$ cat src/design/uart_can_frame_deframer_resync_macros.svh
// assertion macros for the frame deframer
// no dependencies; taken in by the top level with `include
`ifndef UART_CAN_FRAME_DEFRAMER_RESYNC_MACROS_SVH
`define UART_CAN_FRAME_DEFRAMER_RESYNC_MACROS_SVH

`ifndef NO_ASSERTIONS

// property that must hold at every clock edge outside reset
`define UCFDR_ASSERT(label, clk, rst, prop) \
   label: assert property (@(posedge clk) disable iff (rst) (prop)) \
      else $error("ucfdr assertion failed");

// cause in one cycle, effect in the next
`define UCFDR_ASSERT_NEXT(label, clk, rst, cause, effect) \
   label: assert property (@(posedge clk) disable iff (rst) (cause) |=> (effect)) \
      else $error("ucfdr assertion failed");

`else

`define UCFDR_ASSERT(label, clk, rst, prop)
`define UCFDR_ASSERT_NEXT(label, clk, rst, cause, effect)

`endif

`endif

$ cat src/design/ucfdr_pkg.sv
// shared types and constants of the frame deframer
// no dependencies; imported by every module of the block
package ucfdr_pkg;

   localparam int DataBytes = 8;
   localparam int KeptBytes = 12;

   // frame positions
   localparam logic [3:0] PosIdle   = 4'd0;
   localparam logic [3:0] PosIdHigh = 4'd1;
   localparam logic [3:0] PosIdLow  = 4'd2;
   localparam logic [3:0] PosData0  = 4'd3;
   localparam logic [3:0] PosSize   = 4'd11;
   localparam logic [3:0] PosFooter = 4'd12;

   // register indexes
   localparam logic [0:0] CsrIdxStartMarker = 1'b0;
   localparam logic [0:0] CsrIdxEndMarker   = 1'b1;

   localparam logic [7:0] StartMarkerReset = 8'h01;
   localparam logic [7:0] EndMarkerReset   = 8'h04;

   typedef logic [7:0] byte_type;
   typedef logic [DataBytes-1:0][7:0] data_type;
   typedef logic [3:0] pos_type;

   typedef struct packed {
      byte_type start_marker;
      byte_type end_marker;
   } cfg_type;

   typedef struct packed {
      logic [15:0] msg_id;
      byte_type    msg_size;
      data_type    payload;
   } msg_type;

   typedef struct packed {
      logic    ready;
      pos_type frame_pos;
   } core_status_type;

endpackage

$ cat src/design/ucfdr_csr.sv
// marker registers of the frame deframer
// depends on ucfdr_pkg
module ucfdr_csr (
   input  logic              clock,
   input  logic              reset,
   input  logic              csr_valid,
   output logic              csr_ready,
   input  logic [0:0]        csr_index,
   input  logic [7:0]        csr_wdata,
   output ucfdr_pkg::cfg_type cfg
);
   import ucfdr_pkg::*;

   cfg_type cfg_ff;
   cfg_type cfg_in;

   assign csr_ready = 1'b1;
   assign cfg       = cfg_ff;

   always_comb begin
      cfg_in = cfg_ff;
      if (csr_valid) begin
         case (csr_index)
            CsrIdxStartMarker: cfg_in.start_marker = csr_wdata;
            CsrIdxEndMarker:   cfg_in.end_marker   = csr_wdata;
            default:           cfg_in              = cfg_ff;
         endcase
      end
   end

   always_ff @(posedge clock) begin
      if (reset) begin
         cfg_ff.start_marker <= StartMarkerReset;
         cfg_ff.end_marker   <= EndMarkerReset;
      end else begin
         cfg_ff <= cfg_in;
      end
   end

endmodule

$ cat src/design/ucfdr_core.sv
// frame state, footer check, resync realignment and result register
// depends on ucfdr_pkg
module ucfdr_core (
   input  logic                      clock,
   input  logic                      reset,
   input  logic                      step_valid,
   input  logic [7:0]                step_byte,
   input  ucfdr_pkg::cfg_type        cfg,
   input  logic                      rsp_stall,
   output logic                      rsp_valid,
   output ucfdr_pkg::msg_type        rsp_msg,
   output ucfdr_pkg::core_status_type status
);
   import ucfdr_pkg::*;

   pos_type     pos_ff, pos_in;
   logic [15:0] id_ff, id_in;
   byte_type    size_ff, size_in;
   data_type    data_ff, data_in;
   logic        rsp_valid_ff, rsp_valid_in;
   msg_type     msg_ff, msg_in;

   byte_type               kept [KeptBytes];
   logic [KeptBytes-1:0]   match;
   logic                   found;
   logic [3:0]             start_idx;
   logic [4:0]             src_idx;
   logic [PosSize:PosIdHigh] resync_upd;
   byte_type               shifted [PosIdHigh:PosSize];
   logic [PosSize:PosIdHigh] upd;
   byte_type               val [PosIdHigh:PosSize];
   logic                   emit;

   // kept bytes and first start marker among them
   always_comb begin
      kept[0] = id_ff[15:8];
      kept[1] = id_ff[7:0];
      for (int j = 0; j < DataBytes; j++) begin
         kept[2+j] = data_ff[j];
      end
      kept[10] = size_ff;
      kept[11] = step_byte;
      for (int i = 0; i < KeptBytes; i++) begin
         match[i] = (kept[i] == cfg.start_marker);
      end
      found     = |match;
      start_idx = '0;
      for (int i = KeptBytes - 1; i >= 0; i--) begin
         if (match[i]) begin
            start_idx = 4'(i);
         end
      end
      src_idx = '0;
      for (int k = PosIdHigh; k <= PosSize; k++) begin
         src_idx       = 5'(start_idx) + 5'(k);
         resync_upd[k] = found && (src_idx < 5'(KeptBytes));
         shifted[k]    = (src_idx < 5'(KeptBytes)) ? kept[src_idx[3:0]] : '0;
      end
   end

   // next state
   always_comb begin
      pos_in  = pos_ff;
      id_in   = id_ff;
      size_in = size_ff;
      data_in = data_ff;
      emit    = 1'b0;
      upd     = '0;
      for (int k = PosIdHigh; k <= PosSize; k++) begin
         val[k] = shifted[k];
      end

      if (step_valid) begin
         if (pos_ff == PosFooter) begin
            if (step_byte == cfg.end_marker) begin
               pos_in = PosIdle;
               emit   = 1'b1;
            end else if (found) begin
               upd    = resync_upd;
               pos_in = 4'(KeptBytes) - start_idx;
            end else begin
               pos_in = PosIdle;
            end
         end else if (pos_ff >= PosIdHigh && pos_ff <= PosSize) begin
            for (int k = PosIdHigh; k <= PosSize; k++) begin
               if (pos_ff == 4'(k)) begin
                  upd[k] = 1'b1;
                  val[k] = step_byte;
               end
            end
            pos_in = pos_ff + 4'd1;
         end else begin
            pos_in = match[KeptBytes-1] ? PosIdHigh : PosIdle;
         end
      end

      // high byte clears the low byte, low byte is or-ed in
      if (upd[PosIdHigh]) begin
         id_in = {val[PosIdHigh], 8'h00};
      end
      if (upd[PosIdLow]) begin
         id_in[7:0] = id_in[7:0] | val[PosIdLow];
      end
      for (int j = 0; j < DataBytes; j++) begin
         if (upd[PosData0 + 4'(j)]) begin
            data_in[j] = val[PosData0 + 4'(j)];
         end
      end
      if (upd[PosSize]) begin
         size_in = val[PosSize];
      end
   end

   // result register
   always_comb begin
      rsp_valid_in = emit | (rsp_valid_ff & rsp_stall);
      msg_in       = msg_ff;
      if (emit) begin
         msg_in.msg_id   = id_ff;
         msg_in.msg_size = size_ff;
         msg_in.payload  = data_ff;
      end
   end

   always_ff @(posedge clock) begin
      if (reset) begin
         pos_ff       <= PosIdle;
         id_ff        <= '0;
         size_ff      <= '0;
         data_ff      <= '0;
         rsp_valid_ff <= 1'b0;
      end else begin
         pos_ff       <= pos_in;
         id_ff        <= id_in;
         size_ff      <= size_in;
         data_ff      <= data_in;
         rsp_valid_ff <= rsp_valid_in;
      end
   end

   always_ff @(posedge clock) begin
      msg_ff <= msg_in;
   end

   assign rsp_valid        = rsp_valid_ff;
   assign rsp_msg          = msg_ff;
   assign status.ready     = !(rsp_valid_ff && rsp_stall);
   assign status.frame_pos = pos_ff;

endmodule

$ cat src/design/uart_can_frame_deframer_resync.sv
// top level of the 13-byte frame deframer with start-marker resync
// depends on ucfdr_pkg, ucfdr_csr, ucfdr_core and the assertion macro header
//
//   channel   direction  handshake            word
//   req_      in         req_valid/req_stall  req_rx_byte
//   rsp_      out        rsp_valid/rsp_stall  msg_id, msg_size, payload0..7
//   csr_      in         csr_valid/csr_ready  csr_index, csr_wdata
//
// one byte per cycle sustained while rsp_stall holds no waiting message; a taken byte
// sits in the input register while its frame step (footer check, 12-byte start search,
// realign) runs, and the frame state register takes the outcome when the byte steps
// a finished message is loaded into the result register when its end byte steps
// synchronous active-high reset clears the frame state and loads markers 1 and 4
// while rsp_stall holds a waiting message, stepping pauses and req_stall rises
// once the input register is full
`include "uart_can_frame_deframer_resync_macros.svh"

module uart_can_frame_deframer_resync (
   input  logic       clock,
   input  logic       reset,
   // byte input
   input  logic       req_valid,
   output logic       req_stall,
   input  logic [7:0] req_rx_byte,
   // message output
   output logic       rsp_valid,
   input  logic       rsp_stall,
   output logic [15:0] rsp_msg_id,
   output logic [7:0] rsp_msg_size,
   output logic [7:0] rsp_payload0,
   output logic [7:0] rsp_payload1,
   output logic [7:0] rsp_payload2,
   output logic [7:0] rsp_payload3,
   output logic [7:0] rsp_payload4,
   output logic [7:0] rsp_payload5,
   output logic [7:0] rsp_payload6,
   output logic [7:0] rsp_payload7,
   // marker registers
   input  logic       csr_valid,
   output logic       csr_ready,
   input  logic [0:0] csr_index,
   input  logic [7:0] csr_wdata
);
   import ucfdr_pkg::*;

   // input register
   logic            in_valid_ff, in_valid_in;
   byte_type        in_byte_ff, in_byte_in;
   logic            req_take;
   logic            step;

   cfg_type         cfg;
   msg_type         msg;
   core_status_type status;
   logic            at_footer;

   ucfdr_csr u_csr (
      .clock     (clock),
      .reset     (reset),
      .csr_valid (csr_valid),
      .csr_ready (csr_ready),
      .csr_index (csr_index),
      .csr_wdata (csr_wdata),
      .cfg       (cfg)
   );

   // a held byte steps whenever the result register can take a message
   assign step      = in_valid_ff & status.ready;
   // stall only when a byte is held and cannot step
   assign req_stall = in_valid_ff & ~status.ready;
   assign req_take  = req_valid & ~req_stall;

   always_comb begin
      in_valid_in = req_take | (in_valid_ff & ~step);
      in_byte_in  = req_take ? req_rx_byte : in_byte_ff;
   end

   always_ff @(posedge clock) begin
      if (reset) begin
         in_valid_ff <= 1'b0;
      end else begin
         in_valid_ff <= in_valid_in;
      end
   end

   always_ff @(posedge clock) begin
      in_byte_ff <= in_byte_in;
   end

   ucfdr_core u_core (
      .clock      (clock),
      .reset      (reset),
      .step_valid (step),
      .step_byte  (in_byte_ff),
      .cfg        (cfg),
      .rsp_stall  (rsp_stall),
      .rsp_valid  (rsp_valid),
      .rsp_msg    (msg),
      .status     (status)
   );

   // unpack the message word onto its ports
   assign rsp_msg_id   = msg.msg_id;
   assign rsp_msg_size = msg.msg_size;
   assign rsp_payload0 = msg.payload[0];
   assign rsp_payload1 = msg.payload[1];
   assign rsp_payload2 = msg.payload[2];
   assign rsp_payload3 = msg.payload[3];
   assign rsp_payload4 = msg.payload[4];
   assign rsp_payload5 = msg.payload[5];
   assign rsp_payload6 = msg.payload[6];
   assign rsp_payload7 = msg.payload[7];

   assign at_footer = (status.frame_pos == PosFooter);

   // a new message only ever follows a byte taken at the footer position
   `UCFDR_ASSERT(a_msg_from_footer, clock, reset, $rose(rsp_valid) |-> $past(at_footer))
   // frame position never runs past the footer
   `UCFDR_ASSERT(a_pos_in_range, clock, reset, status.frame_pos <= PosFooter)
   // a byte held under stall is neither dropped nor altered
   `UCFDR_ASSERT_NEXT(a_held_byte_kept, clock, reset, req_stall, in_valid_ff && $stable(in_byte_ff))

endmodule

$ cat config.mk
export PLATFORM = sky130hd
export DESIGN_NAME = uart_can_frame_deframer_resync
export DESIGN_NICKNAME = d
export VERILOG_FILES = /design/src/design/ucfdr_pkg.sv /design/src/design/ucfdr_csr.sv /design/src/design/ucfdr_core.sv /design/src/design/uart_can_frame_deframer_resync.sv
export VERILOG_INCLUDE_DIRS = /design/src /design/src/design
export SDC_FILE = /design/constraint.sdc
export NUM_CORES = 1
export LEC_CHECK = 0
export BUFFER_PORTS_ARGS = -buffer_cell sky130_fd_sc_hd__buf_2
export CORE_AREA = 2 2 152 154
export CTS_BUF_LIST = sky130_fd_sc_hd__clkbuf_8
export DETAILED_ROUTE_END_ITERATION = 7
export DIE_AREA = 0 0 154 156
export PLACE_DENSITY = 0.81
export SETUP_SLACK_MARGIN = 0.02
export SLEW_MARGIN = 20
export SYNTH_ARGS = -nofsm -noshare
export SYNTH_HDL_FRONTEND = slang
export SYNTH_SLANG_ARGS = --single-unit
export TNS_END_PERCENT = 20
$ cat constraint.sdc
create_clock -name clock -period 5.05 [get_ports clock]
set_clock_uncertainty 0.2 [all_clocks]
set_input_delay 0 -clock clock [delete_from_list [all_inputs] [get_ports clock]]
set_output_delay 0 -clock clock [all_outputs]
set_load 0.02 [all_outputs]
# --- After elaboration in Yosys (flattened, before gate mapping) ---
# Cells that the tools add are included.
totals:
  out_inout_bits: 91
  reg_bits: 206
classes:
  muxes: 96
  n_reduce_logical: 17
  n_addsub: 13
  order_cmp: 24
  bitwise: 22
  eq_ne: 25
ops:
  columns: ["op", "n"]
  rows:
  - ["$mux W8", 46]
  - ["$bmux W8 S4", 11]
  - ["$mux W88", 3]
  - ["$eq A8 B8 Y1", 13]
  - ["$mux W4", 16]
  - ["$ge A5 B5 Y1 const B", 11]
  - ["$lt A5 B4 Y1 const B", 11]
  - ["$mux W11", 5]
  - ["$not A4 Y5", 11]
  - ["$add A4 B3 Y5 const B", 4]
  - ["$add A4 B4 Y5 const B", 4]
  - ["$eq A4 B4 Y1 const B", 5]
  - ["$eq A4 B3 Y1 const B", 4]
  - ["$mux W1", 15]
  - ["$logic_and A1 B1 Y1", 13]
  - ["$reduce_or A12 Y1", 1]
  - ["$add A4 B2 Y5 const B", 2]
  - ["$eq A4 B2 Y1 const B", 2]
  - ["$or A8 B8 Y8", 1]
  - ["$add A4 B1 Y5 const B", 1]
  - ["$and A1 B1 Y1", 5]
  - ["$add A4 B1 Y4 const B", 1]
  - ["$eq A4 B1 Y1 const B", 1]
  - ["$ge A4 B1 Y1 const B", 1]
  - ["other kinds (6)", 10]

# --- Logic depth before layout (Yosys ltp) ---
depth:
  depth_word: 25
  ltp_mapped: 21
  ltp_nobuf: 14

# --- Hierarchy ---
# A second synthesis with hierarchy kept.
hier_totals:
  hier_cells: 1368
  hier_area_um2: 14994.4
by_module_without_submodules:
  columns: ["module", "area_each_um2", "instances", "cells_per_inst"]
  rows:
  - ["ucfdr_core", 14013.4, 1, 1288]
  - ["ucfdr_csr", 684.4, 1, 67]
  - ["uart_can_frame_deframer_resync", 296.5, 1, 13]

# --- Least setup slack after synthesis ---
# OpenSTA, ideal clock, no wires.
synth_path:
  path_type: "reg-to-reg"
  startpoint: "register u_csr.cfg_ff, in the netlist u_csr.cfg[10]"
  endpoint: "register u_core.id_ff[10]"
  period_less_slack_ns: 4.661
  setup_time_ns: 0.095
  slack_ns: 0.389
  path_stages_with_launch: 20
  t_arrival_ns: 4.366
  t_required_ns: 4.755
  path_cell_list: "dfxtp_1 > buf_2 > buf_4 > xnor2_1 > nand4_1 > or2_2 > a211oi_1 > o211ai_2 > inv_2 > buf_2 > clkbuf_1 > ha_1 > clkbuf_1 > inv_1 > a2111oi_4 > o21ai_0 > a221o_1 > and2_1 > buf_2 > a221oi_1"
synth_via:
  elab_chain_cells: 23
  word_cells_on_any_way: 41
  classes_between: "add/sub (1); order compare (1); eq/ne (12); mux (24); bitwise (1); reduce/logical (2)"
synth_rtl:
  columns: ["item", "line_no", "rtl"]
  rows:
  - ["start, declared", "ucfdr_csr.sv:14", "cfg_type cfg_ff;"]
  - ["start signal, assigned", "ucfdr_csr.sv:36", "cfg_ff <= cfg_in;"]
  - ["$eq A8 B8 Y1", "ucfdr_core.sv:44", "match[i] = (kept[i] == cfg.start_marker);"]
  - ["$mux W4 (12 in a row)", "ucfdr_core.sv:49", "if (match[i]) begin"]
  - ["$add A4 B1 Y5", "ucfdr_core.sv:55", "src_idx = 5'(start_idx) + 5'(k);"]
  - ["$not A4 Y5 (implied by the code)", "ucfdr_core.sv:57", "shifted[k] = (src_idx < 5'(KeptBytes)) ? kept[src_idx[3:0]] : '0;"]
  - ["$bmux W8 S4", "ucfdr_core.sv:57", null]
  - ["$mux W8 (implied by the code) (2 in a row)", "ucfdr_core.sv:57", null]
  - ["$mux W8", "ucfdr_core.sv:57", null]
  - ["$mux W8", "ucfdr_core.sv:86", "if (pos_ff == 4'(k)) begin"]
  - ["$mux W88", "ucfdr_core.sv:84", "end else if (pos_ff >= PosIdHigh && pos_ff <= PosSize) begin"]
  - ["$mux W88", "ucfdr_core.sv:74", "if (pos_ff == PosFooter) begin"]
  - ["$mux W88", "ucfdr_core.sv:73", "if (step_valid) begin"]
  - ["end signal, assigned", "ucfdr_core.sv:134", "id_ff <= id_in;"]
  - ["end, declared", "ucfdr_core.sv:17", "logic [15:0] id_ff, id_in;"]
# Several ways; a longest one is shown, not always the timed one. The select of a mux whose other input is x is not followed.
# A chain may end at the register's enable or synchronous reset.

# --- Worst setup path after layout ---
layout_path:
  startpoint: "register u_csr.cfg_ff, in the netlist u_csr.cfg[8]"
  endpoint: "register u_core.id_ff[15]"
# Same word-level chain as after synthesis.

==> impl_metrics.py <==
metrics = {
    "place": {
        "io_buffers": 111,
        "gp_congestion": 1.09,
        "placed_area_um2": 15000,
        "hpwl_um": 42600,
    },
    "finish": {
        "drive_above_1_share": 0.246,
        "area_growth_pct": 15.6,
        "postLayoutCellArea_um2": 16200,
        "final_nets": 1554,
        "nFillCells": 1644,
        "antenna_cells": 0,
    },
    "synth": {
        "synth_area_leaders": "edfxtp_1 21%, dfxtp_1 16%, mux4_2 11%, mux2i_1 5.4%, xor2_1 3.5%",
        "ys_types": 83,
        "synth_top_area_share": 0.206,
        "syn_area_um2": 14000,
        "synth_cells": 1349,
        "yosysSeqAreaShare": 0.364,
        "synthFlopType": "dfxtp_1",
        "ys_ff_latch": 206,
        "postSynthAreaPerCell_um2": 10.4,
        "synth-edff-count": 96,
        "yosysWarnings": 0,
        "synth.largest_area_cell": "edfxtp_1",
        "ys_async_sr_fraction": 0,
        "syn_nets": 1388,
    },
    "sta": {
        "holdWs_ps": 16.3,
        "worst_pin_slew_ps": 1280,
        "fmax_mhz": 206,
        "rsz0062_at_grt": "no",
        "setup_viol": 0,
        "hold_viol": 0,
        "slew_headroom": 0.139,
        "fin_crit_ps": 4840,
        "period_share": 0.959,
        "fin_tns_setup_ps": 0,
        "final_max_slew_viol_count": 0,
    },
    "floorplanning": {
        "start_util": 0.625,
        "core_um2": 22400,
        "dieArea_um2": 24000,
        "die_h_um": 156,
        "std_cell_rows": 55,
        "io_pins": 113,
        "die_w_um": 154,
    },
    "route": {
        "wire_per_inst_um": 33.6,
        "drt-total-wl_um": 61400,
        "vias_per_cell": 7.81,
        "dr.pass1.iters": 8,
        "vias": 14275,
        "post-route-drc-count": 10,
        "ant_nets": 0,
        "drt_iter0_drc": 2849,
        "met1_length_um": 20000,
        "wl_met3_um": 10100,
        "met2WireLength_um": 25100,
        "top_layer_used": "met4",
    },
    "clocking": {
        "path_clk_slew_ps": 60,
        "numClockSinks": 206,
        "cts_root_buf": "clkbuf_8",
        "clock_latency_ps": 570,
        "cts_htree_levels": 2,
        "cts_made_buffers": 36,
        "cts_tree": "done",
        "cts.path.max_buffers": 3,
        "cts_setup_buffers": 0,
    },
    "critical_path": {
        "startpoint": "u_csr.cfg[8]$_SDFFE_PP1P_",
        "cp.arrival_ps": 5080,
        "cp_data_required_time_ps": 5290,
        "path_max_fanout": 20,
        "path_class": "reg -> reg",
        "cp-end-kind": "flip-flop",
        "timing.rr.start": "u_csr.cfg[8]$_SDFFE_PP1P_",
        "crit_path_start_kind": "flip-flop",
    },
    "grt": {
        "grt_use_total": 0.503,
        "first_global_vias": 13290,
        "grt-ovfl-total": 0,
        "grt_antenna_before_repair": 0,
        "grt_max_degree": 62,
        "grt_pass1_wl_um": 88100,
    },
    "outcome": {
        "status": "finished with violations",
        "violations": "design-rule violations",
    },
    "power_and_ir_drop": {
        "leakage_nw": 6.34,
        "p_per_area_nw_per_um2": 311,
        "ir_drop_uv": 241,
    },
    "run": {
        "drv_cap": 0,
    },
    "hold_path": {
        "min_from": "req_rx_byte[1]",
        "hold_class": "in -> reg",
    },
}
==> worst max-delay path, cell delays in order, from the launching register on <==
cell	delay [ps]
dfxtp_1	730
xor2_1	140
nor4_1	470
and2_2	310
o311ai_4	140
a211o_4	450
inv_6	270
ha_1	320
nand2_1	110
nor3_1	130
o21ai_0	170
nor2b_1	750
a221oi_1	210
a221oi_1	310
==> final timing paths <==
check / endpoint / slack [ps] / cells past startpoint
setup / recovery: u_core.id_ff[15]$_SDFFE_PP0P_ / 210 / 13
hold / removal: in_byte_ff[1]$_DFFE_PP_ / 20 / 2
setup reg to reg: u_core.id_ff[15]$_SDFFE_PP0P_ / 210 / 13
hold reg to reg: u_csr.cfg[4]$_SDFFE_PP0P_ / 290 / 2
==> sequential cells by signal, indices dropped and copies added (netlist names) <==
name / flops
in_byte_ff: 8
u_core.rsp_valid: 1
u_core.id_ff: 16
u_core.size_ff: 8
u_csr.cfg: 16
u_core.data_ff: 64
u_core.pos_ff: 4
in_valid_ff: 1
u_core.rsp_msg: 88
==> routing by layer <==
metal / global-route usage / vias up
li1: - / 5633
met4: 0.370 / 0
met2: 0.730 / 1529
met1: 0.632 / 6633
met3: 0.161 / 480
met5: 0 / -
==> stage by stage <==
stage / util / std cells / power, mW / setup WS (ps)
detailed placement: 0.672 / 1724 / 3.31 / 349
global placement: 0.672 / 1724 / 3.29 / 350
global route: 0.723 / 1828 / 5.13 / 66.5
finish: 0.723 / 1828 / 5.03 / 207
floorplan: - / 1349 / 2.90 / 389
CTS: 0.723 / 1828 / 4.93 / 302
==> report_power, final <==
group / switching [mW] / total, mW / internal (mW)
combinational: 1.03 / 1.62 / 0.582
clock: 0.755 / 1.65 / 0.894
sequential: 0.0176 / 1.76 / 1.74
==> timing repair <==
| action | 4_1_cts | 5_1_grt |
|---|---|---|
| endpoints found under the setup margin | 0 | 8 |
| hold buffers | 38 | 0 |
| endpoints found under the hold margin | 63 | 0 |
| resized for setup | 0 | 1 |
==> kinds of logic (layout without fill, tap and decap cells) <==
| kind of cell | count (synthesis) | in the layout | synth area share |
|---|---|---|---|
| AOI/OAI and AO/OA | 410 | 410 | 0.220 |
| and+or+nand+nor | 306 | 306 | 0.113 |
| DFF | 206 | 206 | 0.364 |
| buffers and inverters | 157 | 351 | 0.0568 |
| muxes | 143 | 143 | 0.162 |
| xor gates and xnor gates | 109 | 109 | 0.0694 |
| adders and majority gates | 17 | 17 | 0.0152 |
| other | 1 | 1 | 0.000268 |
==> layout by cell type, fill, tap and decap left out, types with 38 or more instances in the layout <==
master / Yosys / final
buf_2: 15 / 111
dfxtp_1: 110 / 110
nand2_1: 106 / 106
buf_4: 13 / 98
edfxtp_1: 96 / 96
mux2i_1: 75 / 75
mux4_2: 66 / 66
a21oi_1: 60 / 60
xor2_1: 56 / 56
nor2_1: 53 / 53
a22oi_1: 52 / 52
xnor2_1: 51 / 51
inv_1: 33 / 40
o22ai_1: 40 / 40
clkbuf_8: 0 / 40
dlygate4sd3_1: 0 / 38
==> cells in the mapped netlist, drive strengths merged (19+ instances only) <==
cell type	n
mux2i	75
dfxtp	110
nand4	19
a22oi	52
clkbuf	65
o22ai	40
edfxtp	96
nand2	106
a21oi	61
xor2	56
a211oi	40
xnor2	53
nand3	29
buf	55
a221oi	33
inv	37
mux4	66
nor2	54
o21ai	38
and3	22
and2	22
==> area by class of cell <==
cell class	count	area, µm²	share of cell area
multi-input combinational	986	8130	0.503
clock inverter	26	205	0.0127
timing repair buffer	248	1690	0.105
tap	285	357	0.0221
clock buffer	40	551	0.0341
sequential	206	5080	0.315
inverter	37	145	0.00898
Note: power is estimated with default switching activity, not from simulation.
